$ cat config.mk
export PLATFORM = sky130hd
export DESIGN_NAME = sync_length_frame_extractor_unit_flat
export DESIGN_NICKNAME = d
export VERILOG_FILES = /design/src/rtl/core/slfe_pkg.sv /design/src/rtl/core/slfe_in_if.sv /design/src/rtl/core/slfe_out_if.sv /design/src/rtl/core/sync_length_frame_extractor_unit.sv /design/src/rtl/core/slfe_parser.sv /design/src/flat_wrapper.sv
export SDC_FILE = /design/constraint.sdc
export NUM_CORES = 1
export LEC_CHECK = 0
export ABC_AREA = 1
export BUFFER_PORTS_ARGS = -buffer_cell sky130_fd_sc_hd__clkbuf_2
export CORE_MARGIN = 5
export CORE_UTILIZATION = 51
export DETAILED_ROUTE_END_ITERATION = 12
export PLACE_DENSITY = 0.86
export SLEW_MARGIN = 20
export SYNTH_ARGS = -nofsm -noshare
export SYNTH_HDL_FRONTEND = slang
export SYNTH_HIERARCHICAL = 1
export SYNTH_SLANG_ARGS = --single-unit
$ cat constraint.sdc
create_clock -name clk -period 2.2 [get_ports clk]
set_input_delay 0.11 -clock clk [delete_from_list [all_inputs] [get_ports clk]]
set_output_delay 0.11 -clock clk [all_outputs]
set_load 0.05 [all_outputs]
$ cat src/rtl/core/slfe_pkg.sv
// ----------------------------------------------------------------------------
// slfe_pkg
// Types and constants shared by the sync/length frame extractor.
// ----------------------------------------------------------------------------
package slfe_pkg;

  // Sync pair and length limits
  localparam logic [7:0]  SYNC_FIRST    = 8'hA5;
  localparam logic [7:0]  SYNC_SECOND   = 8'h5A;
  localparam logic [15:0] MAX_LEN_RESET = 16'd4096;
  localparam logic [15:0] MIN_LEN       = 16'd4;

  // Configuration register word index (paddr[2])
  localparam logic REG_MAX_FRAME_LENGTH = 1'b0;

  // Parser phase
  typedef enum logic [2:0] {
    PH_HUNT,
    PH_SEEN_A5,
    PH_LEN_LO,
    PH_LEN_HI,
    PH_PAYLOAD
  } phase_t;

  // Event from the parser to the output sequencer
  typedef struct packed {
    logic       emit_hdr;   // header accepted: emit four header bytes
    logic       emit_byte;  // payload byte pass-through
    logic [7:0] data;       // payload byte, or length low byte for a header
    logic [7:0] len_hi;     // length high byte for a header
    logic       last;       // item ends the frame
  } parse_ev_t;

endpackage

$ cat src/rtl/core/slfe_in_if.sv
// ----------------------------------------------------------------------------
// slfe_in_if
// Received byte stream channel: valid/ready handshake with one byte.
// ----------------------------------------------------------------------------
interface slfe_in_if;
  logic       valid;
  logic       ready;
  logic [7:0] rx_byte;

  modport source (output valid, output rx_byte, input ready);
  modport sink   (input valid, input rx_byte, output ready);
endinterface

$ cat src/rtl/core/slfe_out_if.sv
// ----------------------------------------------------------------------------
// slfe_out_if
// Extracted frame byte channel: valid/ready handshake with frame flags.
// ----------------------------------------------------------------------------
interface slfe_out_if;
  logic       valid;
  logic       ready;
  logic [7:0] frame_byte;
  logic       first_of_frame;
  logic       last_of_frame;

  modport source (output valid, output frame_byte, output first_of_frame,
                  output last_of_frame, input ready);
  modport sink   (input valid, input frame_byte, input first_of_frame,
                  input last_of_frame, output ready);
endinterface

$ cat src/rtl/core/sync_length_frame_extractor_unit.sv
// ----------------------------------------------------------------------------
// sync_length_frame_extractor_unit
// Output is registered: a result byte is valid in the cycle after the byte that causes it.
// Throughput: one byte per cycle in hunt and payload while the output is not held; the
// output register sends the four header bytes in turn, so the input stalls while they are queued.
// Reset (rst, synchronous): parser hunts, output empty, max length 4096.
// ----------------------------------------------------------------------------
module sync_length_frame_extractor_unit (
  input  logic               clk,
  input  logic               rst,
  // configuration
  input  logic               psel,
  input  logic               penable,
  input  logic               pwrite,
  input  logic [2:0]         paddr,
  input  logic [31:0]        pwdata,
  output logic [31:0]        prdata,
  output logic               pready,
  // streams
  slfe_in_if.sink            rx_stream,
  slfe_out_if.source         frame_stream
);

  logic [15:0]         max_len;
  logic                cfg_wr;
  logic                rx_acc;
  logic                pop;
  slfe_pkg::parse_ev_t ev;

  // Output register and pending header bytes
  logic       out_valid;
  logic [7:0] out_byte;
  logic       out_first;
  logic       out_last;
  logic [1:0] hdr_left;
  logic [7:0] hdr_lo;
  logic [7:0] hdr_hi;
  logic       hdr_last;

  logic [7:0] seq_byte;
  logic       seq_last;

  // APB register
  assign pready = 1'b1;
  assign cfg_wr = psel && penable && pwrite && pready;
  assign prdata = (paddr[2] == slfe_pkg::REG_MAX_FRAME_LENGTH) ? {16'd0, max_len} : 32'd0;

  always_ff @(posedge clk) begin
    if (rst) begin
      max_len <= slfe_pkg::MAX_LEN_RESET;
    end else if (cfg_wr && paddr[2] == slfe_pkg::REG_MAX_FRAME_LENGTH) begin
      max_len <= pwdata[15:0];
    end
  end

  // Handshakes: take a byte when the output slot frees and no header is queued
  assign pop             = out_valid && frame_stream.ready;
  assign rx_stream.ready = (!out_valid || frame_stream.ready) && (hdr_left == 2'd0);
  assign rx_acc          = rx_stream.valid && rx_stream.ready;

  slfe_parser u_parser (
    .clk     (clk),
    .rst     (rst),
    .accept  (rx_acc),
    .rx_byte (rx_stream.rx_byte),
    .max_len (max_len),
    .ev      (ev)
  );

  // Next queued header byte
  always_comb begin
    case (hdr_left)
      2'd3: begin
        seq_byte = slfe_pkg::SYNC_SECOND;
        seq_last = 1'b0;
      end
      2'd2: begin
        seq_byte = hdr_lo;
        seq_last = 1'b0;
      end
      2'd1: begin
        seq_byte = hdr_hi;
        seq_last = hdr_last;
      end
      default: begin
        seq_byte = 8'd0;
        seq_last = 1'b0;
      end
    endcase
  end

  // Output control
  always_ff @(posedge clk) begin
    if (rst) begin
      out_valid <= 1'b0;
      hdr_left  <= 2'd0;
    end else if (rx_acc && ev.emit_hdr) begin
      out_valid <= 1'b1;
      hdr_left  <= 2'd3;
    end else if (rx_acc && ev.emit_byte) begin
      out_valid <= 1'b1;
    end else if (pop) begin
      if (hdr_left != 2'd0) begin
        hdr_left <= hdr_left - 2'd1;
      end else begin
        out_valid <= 1'b0;
      end
    end
  end

  // Output payload
  always_ff @(posedge clk) begin
    if (rx_acc && ev.emit_hdr) begin
      out_byte  <= slfe_pkg::SYNC_FIRST;
      out_first <= 1'b1;
      out_last  <= 1'b0;
      hdr_lo    <= ev.data;
      hdr_hi    <= ev.len_hi;
      hdr_last  <= ev.last;
    end else if (rx_acc && ev.emit_byte) begin
      out_byte  <= ev.data;
      out_first <= 1'b0;
      out_last  <= ev.last;
    end else if (pop && hdr_left != 2'd0) begin
      out_byte  <= seq_byte;
      out_first <= 1'b0;
      out_last  <= seq_last;
    end
  end

  assign frame_stream.valid          = out_valid;
  assign frame_stream.frame_byte     = out_byte;
  assign frame_stream.first_of_frame = out_first;
  assign frame_stream.last_of_frame  = out_last;

`ifndef SYNTHESIS
  // no byte is taken while header bytes are still queued
  a_no_accept_during_hdr: assert property (@(posedge clk) disable iff (rst)
    rx_acc |-> hdr_left == 2'd0)
    else $error("byte accepted while header queued");

  // queued header bytes always sit behind a valid output
  a_hdr_implies_valid: assert property (@(posedge clk) disable iff (rst)
    hdr_left != 2'd0 |-> out_valid)
    else $error("header queued with empty output");

  // a frame start always carries the first sync byte
  a_first_is_sync: assert property (@(posedge clk) disable iff (rst)
    out_valid && out_first |-> out_byte == slfe_pkg::SYNC_FIRST && hdr_left == 2'd3)
    else $error("frame start without sync byte");
`endif

endmodule

$ cat src/rtl/core/slfe_parser.sv
// ----------------------------------------------------------------------------
// slfe_parser
// Sync hunt and length check. Advances once per accepted byte and reports
// whether the byte opens a frame (header) or passes through as payload.
// ----------------------------------------------------------------------------
module slfe_parser (
  input  logic                 clk,
  input  logic                 rst,
  input  logic                 accept,
  input  logic [7:0]           rx_byte,
  input  logic [15:0]          max_len,
  output slfe_pkg::parse_ev_t  ev
);

  slfe_pkg::phase_t phase;
  slfe_pkg::phase_t phase_next;
  logic [7:0]       len_lo;
  logic [15:0]      remaining;

  logic [15:0] len;
  logic        len_ok;
  logic [15:0] rem_hdr;
  logic [15:0] rem_dec;

  // Length decode and remaining-count arithmetic
  assign len     = {rx_byte, len_lo};
  assign len_ok  = (len >= slfe_pkg::MIN_LEN) && (len <= max_len);
  assign rem_hdr = len - slfe_pkg::MIN_LEN;
  assign rem_dec = (remaining == 16'd0) ? 16'd0 : remaining - 16'd1;

  // Next phase
  always_comb begin
    phase_next = phase;
    case (phase)
      slfe_pkg::PH_SEEN_A5: begin
        if (rx_byte == slfe_pkg::SYNC_SECOND) begin
          phase_next = slfe_pkg::PH_LEN_LO;
        end else if (rx_byte != slfe_pkg::SYNC_FIRST) begin
          phase_next = slfe_pkg::PH_HUNT;
        end
      end
      slfe_pkg::PH_LEN_LO: begin
        phase_next = slfe_pkg::PH_LEN_HI;
      end
      slfe_pkg::PH_LEN_HI: begin
        if (!len_ok) begin
          // bad length: rescan the two length bytes for a sync pair
          if (len_lo == slfe_pkg::SYNC_FIRST && rx_byte == slfe_pkg::SYNC_SECOND) begin
            phase_next = slfe_pkg::PH_LEN_LO;
          end else if (rx_byte == slfe_pkg::SYNC_FIRST) begin
            phase_next = slfe_pkg::PH_SEEN_A5;
          end else begin
            phase_next = slfe_pkg::PH_HUNT;
          end
        end else if (rem_hdr == 16'd0) begin
          phase_next = slfe_pkg::PH_HUNT;
        end else begin
          phase_next = slfe_pkg::PH_PAYLOAD;
        end
      end
      slfe_pkg::PH_PAYLOAD: begin
        if (rem_dec == 16'd0) begin
          phase_next = slfe_pkg::PH_HUNT;
        end
      end
      default: begin
        phase_next = (rx_byte == slfe_pkg::SYNC_FIRST) ? slfe_pkg::PH_SEEN_A5
                                                       : slfe_pkg::PH_HUNT;
      end
    endcase
  end

  // Event outputs
  always_comb begin
    ev = '0;
    case (phase)
      slfe_pkg::PH_LEN_HI: begin
        ev.emit_hdr = len_ok;
        ev.data     = len_lo;
        ev.len_hi   = rx_byte;
        ev.last     = (rem_hdr == 16'd0);
      end
      slfe_pkg::PH_PAYLOAD: begin
        ev.emit_byte = 1'b1;
        ev.data      = rx_byte;
        ev.last      = (rem_dec == 16'd0);
      end
      default: begin
        ev = '0;
      end
    endcase
  end

  // State registers
  always_ff @(posedge clk) begin
    if (rst) begin
      phase     <= slfe_pkg::PH_HUNT;
      len_lo    <= 8'd0;
      remaining <= 16'd0;
    end else if (accept) begin
      phase <= phase_next;
      if (phase == slfe_pkg::PH_LEN_LO) begin
        len_lo <= rx_byte;
      end
      if (phase == slfe_pkg::PH_LEN_HI && len_ok) begin
        remaining <= rem_hdr;
      end else if (phase == slfe_pkg::PH_PAYLOAD) begin
        remaining <= rem_dec;
      end
    end
  end

endmodule
$ cat src/flat_wrapper.sv
// flat-port wrapper written by rule: the top's interface ports become plain ports
module sync_length_frame_extractor_unit_flat 
  (clk, rst, psel, penable, pwrite, paddr, pwdata, prdata, pready, rx_stream_valid, rx_stream_rx_byte, rx_stream_ready, frame_stream_valid, frame_stream_frame_byte, frame_stream_first_of_frame, frame_stream_last_of_frame, frame_stream_ready);
  slfe_in_if rx_stream_i ();
  slfe_out_if frame_stream_i ();
  input  logic clk;
  input  logic rst;
  input  logic psel;
  input  logic penable;
  input  logic pwrite;
  input  logic [2:0] paddr;
  input  logic [31:0] pwdata;
  output logic [31:0] prdata;
  output logic pready;
  input wire logic [$bits(rx_stream_i.valid)-1:0] rx_stream_valid;
  input wire logic [$bits(rx_stream_i.rx_byte)-1:0] rx_stream_rx_byte;
  output wire logic [$bits(rx_stream_i.ready)-1:0] rx_stream_ready;
  output wire logic [$bits(frame_stream_i.valid)-1:0] frame_stream_valid;
  output wire logic [$bits(frame_stream_i.frame_byte)-1:0] frame_stream_frame_byte;
  output wire logic [$bits(frame_stream_i.first_of_frame)-1:0] frame_stream_first_of_frame;
  output wire logic [$bits(frame_stream_i.last_of_frame)-1:0] frame_stream_last_of_frame;
  input wire logic [$bits(frame_stream_i.ready)-1:0] frame_stream_ready;
  assign rx_stream_i.valid = rx_stream_valid;
  assign rx_stream_i.rx_byte = rx_stream_rx_byte;
  assign rx_stream_ready = rx_stream_i.ready;
  assign frame_stream_valid = frame_stream_i.valid;
  assign frame_stream_frame_byte = frame_stream_i.frame_byte;
  assign frame_stream_first_of_frame = frame_stream_i.first_of_frame;
  assign frame_stream_last_of_frame = frame_stream_i.last_of_frame;
  assign frame_stream_i.ready = frame_stream_ready;
  sync_length_frame_extractor_unit u_core (.clk(clk), .rst(rst), .psel(psel), .penable(penable), .pwrite(pwrite), .paddr(paddr), .pwdata(pwdata), .prdata(prdata), .pready(pready), .rx_stream(rx_stream_i), .frame_stream(frame_stream_i));
endmodule
==> impl_metrics.ini, run 1 <==
[outcome]
status = finished, violations left
violations = setup timing

[worst_setup_path]
critical_path.cell_chain = inv_2 -> ha_4 -> nand4_1 -> nor3_4 -> nand2_1 -> nand2_2 -> nand2_4 -> nand3_4 -> buf_6 -> nand2_4 -> nand2_4 -> inv_4 -> clkbuf_16 -> o21ai_2 -> nor2_1
end_kind = flop
required_ps = 2460
crit_family = simple AND/OR/NAND/NOR gates
path_max_fanout = 8
cpMostUsedCell = nand2_4
crit_arrival_ps = 2470
cp-start-kind = flop
critPathKind = reg2reg
slowest_delay_ps = 350
cp_slowest_cell = dfxtp_2
path_buf_inv = 4

[layout]
antennaDiodeCount = 0
final_util_pct = 68.2
layout-drive-gt1-share_pct = 28.3
multi_input_area_sq_mm = 0.00308
layout_commonest_cell = nand2_1
finalNetCount = 929
layoutNonFillerInstCount = 990
design_area_sq_mm = 0.00636
final_cell_mix = nand2_1, nor2_1, inv_1, clkbuf_2, nand3_1
num-fill-cells = 684
synthToLayoutAreaGrowth_pct = 28.9
area.sequential_sq_mm = 0.00165

[timing]
rsz0062_at_grt = yes
worst_slack_ps = -10.2
clock_skew_ps = 12.7
fin_hold_ws_ps = 15.3
fin_crit_ps = 2210
final_max_slew_viol_count = 0
tightest_slew_ps = 970
fin_crit_sh_pct = 100
setup_viol = 8
fmax_mhz = 452
hold_viol = 0
max_slew_margin_pct = 35.3

[clock_network]
root_buffer = clkbuf_8
cts_made_buffers = 9
htree_num_levels = 3
cts_buffer_depth = 2
clock-sinks = 73
clock_latency_ps = 370
clk_pin_slew_ps = 90
cts_tree = yes

[floorplan]
die_w_um = 108
ios = 95
fp.dieH_um = 108
fp.dieArea_sq_mm = 0.0117
rows = 35
core-area_sq_mm = 0.00933
start_util_pct = 52.9

[global_routing]
grt_max_degree = 33
antenna_found_initial = 0
grt_pass1_wl_mm = 21.6
grt-ovfl-total = 0
track_usage_pct = 22.9
grt_pass1_vias = 4710

[pwr]
intPower_uw = 2460
pwr-share-comb_pct = 37.6
ir_worst_vdd_mv = 0.410
pwr-share-clk_pct = 25.8
switching_share_pct = 39.5
p_leak_uw = 0.00300
p_per_area_mw_per_mm2 = 640
seqPwrFrac_pct = 36.6
switchingPower_uw = 1610

[synth]
async_flop_share_pct = 0
synthMuxAreaShare_pct = 0
synth_compound_area_share_pct = 13.7
avgSynthCellArea_sq_um = 6.60
synth_flop_cell = dfxtp_1
synth_top_family_by_area = simple AND/OR/NAND/NOR gates
yosys.area_share.simple_pct = 33.4
synth_xor_area_share_pct = 1.07
ys_warn_count = 6
synth-edff-count = 17
synth.cell_area_sq_mm = 0.00493
syn_inst = 747
ys_types = 38
synth_fa_ha_area_share_pct = 5.83
ys_ff_latch = 73
yosysSeqAreaShare_pct = 33.1

[route]
vias = 5600
routed_via_density = 5.66
drt_first_pass_iters = 6
drc_errors = 0
wl_per_cell_um = 15.5
drtAntennaViolNets = 0
wl_mm = 15.4
drt_iter0_drc = 524

[placement]
hpwl_mm = 9.63
gp_congestion = 0.936
io_buffers = 59
dp.cells = 957
place_area_sq_mm = 0.00559

[run]
drv_cap = 0

[hold_path]
min_path_type = in2reg
[tightest hold or removal path: stages]
cell and delay (ps):
clkbuf_2 70, o21ai_0 70, a21oi_1 100
[cells by family (layout without fill, tap and decap cells)]
| logic type | Yosys count | in the layout |
|---|---|---|
| flops | 73 | 73 |
| compound gates | 126 | 126 |
| other cells | 2 | 17 |
| simple gates | 373 | 373 |
| fa+ha+maj | 23 | 23 |
| xor+xnor | 6 | 6 |
| buf+inv | 144 | 243 |
[state kept, by name, summed over array words and instances (netlist names), 2 cells and up]
| register | count |
|---|---|
| u_core/hdr_lo | 8 |
| u_core/u_parser/len_lo | 8 |
| u_core/frame_stream.frame_byte | 8 |
| u_core/u_parser/phase | 3 |
| u_core/max_len | 16 |
| u_core/hdr_hi | 8 |
| u_core/hdr_left | 2 |
| u_core/u_parser/remaining | 16 |
[path summary, 6_finish.rpt]
| check | depth (start not counted) | slack, ps | endpoint | start |
|---|---|---|---|---|
| worst max-delay path | 15 | -10 | u_core/u_parser/remaining[11] | u_core/max_len[11] |
| worst min-delay path | 3 | 20 | u_core/max_len[7] | pwdata[7] |
| worst max register to register | 15 | -10 | u_core/u_parser/remaining[11] | u_core/max_len[11] |
| worst min register to register | 2 | 460 | u_core/frame_stream.first_of_frame | u_core/frame_stream.first_of_frame |
[per-layer routing]
layer | track usage, % | up-vias | wire [um]
li1 | - | 2605 | -
met3 | 4.00 | 96 | 1310
met2 | 37.6 | 349 | 7300
met1 | 29.5 | 2550 | 5910
met5 | 0 | - | 0
met4 | 9.83 | 0 | 829
[power groups by stage]
| stage | Sequential (uW) | Combinational, uW | Clock (uW) |
|---|---|---|---|
| 6_report | 1490 | 1530 | 1050 |
| 5_1_grt | 1500 | 1650 | 1130 |
| 4_1_cts | 1480 | 1280 | 1060 |
| 3_5_place_dp | 1510 | 1270 | 0 |
| 3_3_place_gp | 1510 | 1240 | 0 |
| 2_1_floorplan | 1650 | 810 | 0 |
[cell type report]
type / instances / share of cell area [%]
multi-input combinational: 545 / 48.4
sequential: 73 / 26.0
inverter: 107 / 6.59
clock buffer: 10 / 2.34
clock inverter: 6 / 0.728
tap: 129 / 2.54
timing repair buffer: 120 / 13.4
[per-stage QoR]
stage	total power, uW	setup WS, ps	setup TNS, ps
floorplan	2460	22.9	0
global placement	2750	13.7	0
detailed placement	2780	-10.4	-18.8
CTS	3820	1.45	0
global route	4290	-174	-3040
finish	4070	-10.2	-66.4
[what timing repair did]
action / 4_1_cts / 5_1_grt
setup buffers: 0 / 14
gates resized for setup: 6 / 116
hold buffers: 1 / 0
endpoints found under the setup margin: 42 / 49
pin swaps: 0 / 30
cloned: 0 / 2
endpoints found under the hold margin: 1 / 0
[Yosys cell counts (6+ instances only)]
cell type	n	area, sq um
nand2_1	154	578
nor2_1	113	424
inv_1	102	383
o21ai_0	57	285
dfxtp_1	56	1120
nand3_1	54	270
a21oi_1	48	240
ha_1	23	288
buf_4	19	143
nand4_1	18	113
edfxtp_1	17	510
clkbuf_1	9	33.8
o22ai_1	8	50.1
buf_2	7	35.0
nand2_2	7	43.8
nand3_2	7	70.1
nor3_1	6	30.0
xor2_1	6	52.6
Power figures use the tool's default switching activity.
==> run 2, diff against run 1 <==
- ABC_AREA: 1 -> default
==> impl_metrics.ini, run 2 <==
[route]
wl_mm = 21.4
drt_first_pass_iters = 9
routed_via_density = 6.59
dr_wl_met3_mm = 2.37
drc_errors = 0
drtAntennaViolNets = 0
vias = 6039
wl_met2_mm = 9.92
wl_per_cell_um = 23.3
wirelength_met1_mm = 7.09
drt_iter0_drc = 879
top_layer = met4

[floorplan]
start_util_pct = 51.5
core-area_sq_mm = 0.00964
die_w_um = 109
ios = 95
fp.dieH_um = 109
fp.dieArea_sq_mm = 0.0118
rows = 36

[layout]
layoutNonFillerInstCount = 916
antennaDiodeCount = 0
layout-drive-gt1-share_pct = 43.6
reg_top3 = u_core/max_len (16), u_core/u_parser/remaining (16)
layout_commonest_cell = buf_4
final_cell_mix = buf_4, clkbuf_2, nand2_1, dfxtp_1, nor2_1
finalNetCount = 851
synthToLayoutAreaGrowth_pct = 48.1

[synth]
ys_warn_count = 6
synth-edff-count = 17
yosysTopAreaCellShare_pct = 22.6
synthTopCellsByCount = nand2_1, dfxtp_1, nor2_1
ys_types = 78
yosys.area.top_type = dfxtp_1
ys_ff_latch = 73
syn_inst = 595
async_flop_share_pct = 0
yosys-top-cells-area = dfxtp_1, edfxtp_1, ha_1
synth_flop_cell = dfxtp_1
synth.cell_area_sq_mm = 0.00496
yosysSeqAreaShare_pct = 32.9
avgSynthCellArea_sq_um = 8.34
yosysMostFrequentCell = nand2_1

[clock_network]
root_buffer = clkbuf_8
htree_num_levels = 3
clk_pin_slew_ps = 90
clock_latency_ps = 370
cts_tree = yes
cts_buffer_depth = 2
clock-sinks = 73
cts_made_buffers = 9

[timing]
rsz0062_at_grt = yes
worst_slack_ps = -518
fin_crit_ps = 2720
max_slew_margin_pct = 46.2
tightest_slew_ps = 802
fin_crit_sh_pct = 124
fin_hold_ws_ps = 196
hold_viol = 0
setup_viol = 58
fmax_mhz = 368
final_max_slew_viol_count = 0
clock_skew_ps = 14.9

[placement]
io_buffers = 59
hpwl_mm = 11.1
dp.cells = 851
gp_congestion = 0.934

[worst_setup_path]
end_kind = flop
cp-start-kind = flop
critPathKind = reg2reg
required_ps = 2520
cp_slowest_cell = or4_4
crit_arrival_ps = 3030
path_buf_inv = 3
path_max_fanout = 4
crit_family = simple AND/OR/NAND/NOR gates
slowest_delay_ps = 620
critical_path.cell_chain = inv_4 -> ha_4 -> nor4b_4 -> nand2_1 -> or4_4 -> nand2_4 -> a21o_4 -> inv_8 -> buf_6 -> a211oi_1 -> o221a_2

[global_routing]
antenna_found_initial = 0
track_usage_pct = 32.8
grt_pass1_vias = 5893
grt_pass1_wl_mm = 30.2
grt_max_degree = 32
grt-ovfl-total = 0

[hold_path]
min_path_type = in2reg

[pwr]
ir_worst_vdd_mv = 0.331
p_per_area_mw_per_mm2 = 398
p_leak_uw = 0.00308

[outcome]
violations = setup timing
status = finished, violations left

[run]
drv_cap = 0
-- run 2: changes by cell type in the layout (fill, tap and decap cells not counted), moves of 14 or more --
cell / delta
o21ai_0: -33
nor2b_1: +17
inv_1: -70
a21oi_1: -14
nor2_1: -67
dlygate4sd3_1: +15
nand3_1: -43
nand2_1: -87
buf_4: +69
buf_6: +17
-- run 2: routing by layer --
layer,GRT usage (%),up-vias
met4,20.5,0
met3,6.04,217
met1,37.3,2743
met5,0,-
li1,-,2477
met2,56.6,602
-- run 2: final cells by class --
type | count | area, sq um
fill | 560 | 2290
multi-input combinational | 441 | 3520
timing repair buffer | 217 | 1620
timing repair inverter | 1 | 16.3
sequential | 73 | 1660
tap | 133 | 166
clock inverter | 7 | 83.8
inverter | 35 | 160
clock buffer | 9 | 124
-- run 2: power by group --
part | internal (uW) | total, uW | switching (uW)
clock | 546 | 1150 | 608
combinational | 136 | 396 | 260
sequential | 1370 | 1380 | 7.07
total | 2050 | 2930 | 875
-- run 2: kinds of logic (layout without fill, tap and decap cells) --
family / after synthesis / after routing / share of synthesized area (%)
adders and majority gates: 23 / 23 / 5.80
DFF: 73 / 73 / 32.9
xor gates and xnor gates: 18 / 18 / 3.18
buffers and inverters: 96 / 269 / 9.63
AOI/OAI and AO/OA: 131 / 131 / 18.9
and+or+nand+nor: 235 / 235 / 25.9
other: 2 / 17 / 0.151
muxes: 17 / 17 / 3.60
-- run 2: what timing repair did --
action	in CTS	in global routing
resized for setup	97	50
hold buffers	16	0
pin swaps	31	37
endpoints found under the hold margin	16	0
setup buffers	28	9
endpoints found under the setup margin	48	58
gates cloned	5	1
-- run 2: worst paths after layout --
kind | startpoint | end | slack, ps | cells past startpoint
min | rx_stream_valid | u_core/hdr_left[1] | 200 | 4
min reg2reg | u_core/frame_stream.frame_byte[7] | u_core/frame_stream.frame_byte[7] | 500 | 1
max reg2reg | u_core/u_parser/len_lo[2] | u_core/u_parser/remaining[3] | -520 | 11
max | u_core/u_parser/len_lo[2] | u_core/u_parser/remaining[3] | -520 | 11
-- run 2: metrics by stage --
| step | cell area [sq um] | util [%] | setup TNS (ps) | setup WS, ps | total power [uW] |
|---|---|---|---|---|---|
| 2_1_floorplan | 5190 | - | -7250 | -289 | 1620 |
| 3_3_place_gp | 6110 | 63.4 | -3690 | -191 | 1690 |
| 3_5_place_dp | 6110 | 63.4 | -7800 | -300 | 1710 |
| 4_1_cts | 7160 | 74.3 | -4140 | -203 | 2870 |
| 5_1_grt | 7350 | 76.3 | -23210 | -568 | 3000 |
| 6_report | 7350 | 76.3 | -18920 | -518 | 2930 |
-- run 2: tightest hold or removal path: stages --
cell	delay, ps
clkbuf_2	110
nand3_2	80
a21oi_2	60
mux2_4	180
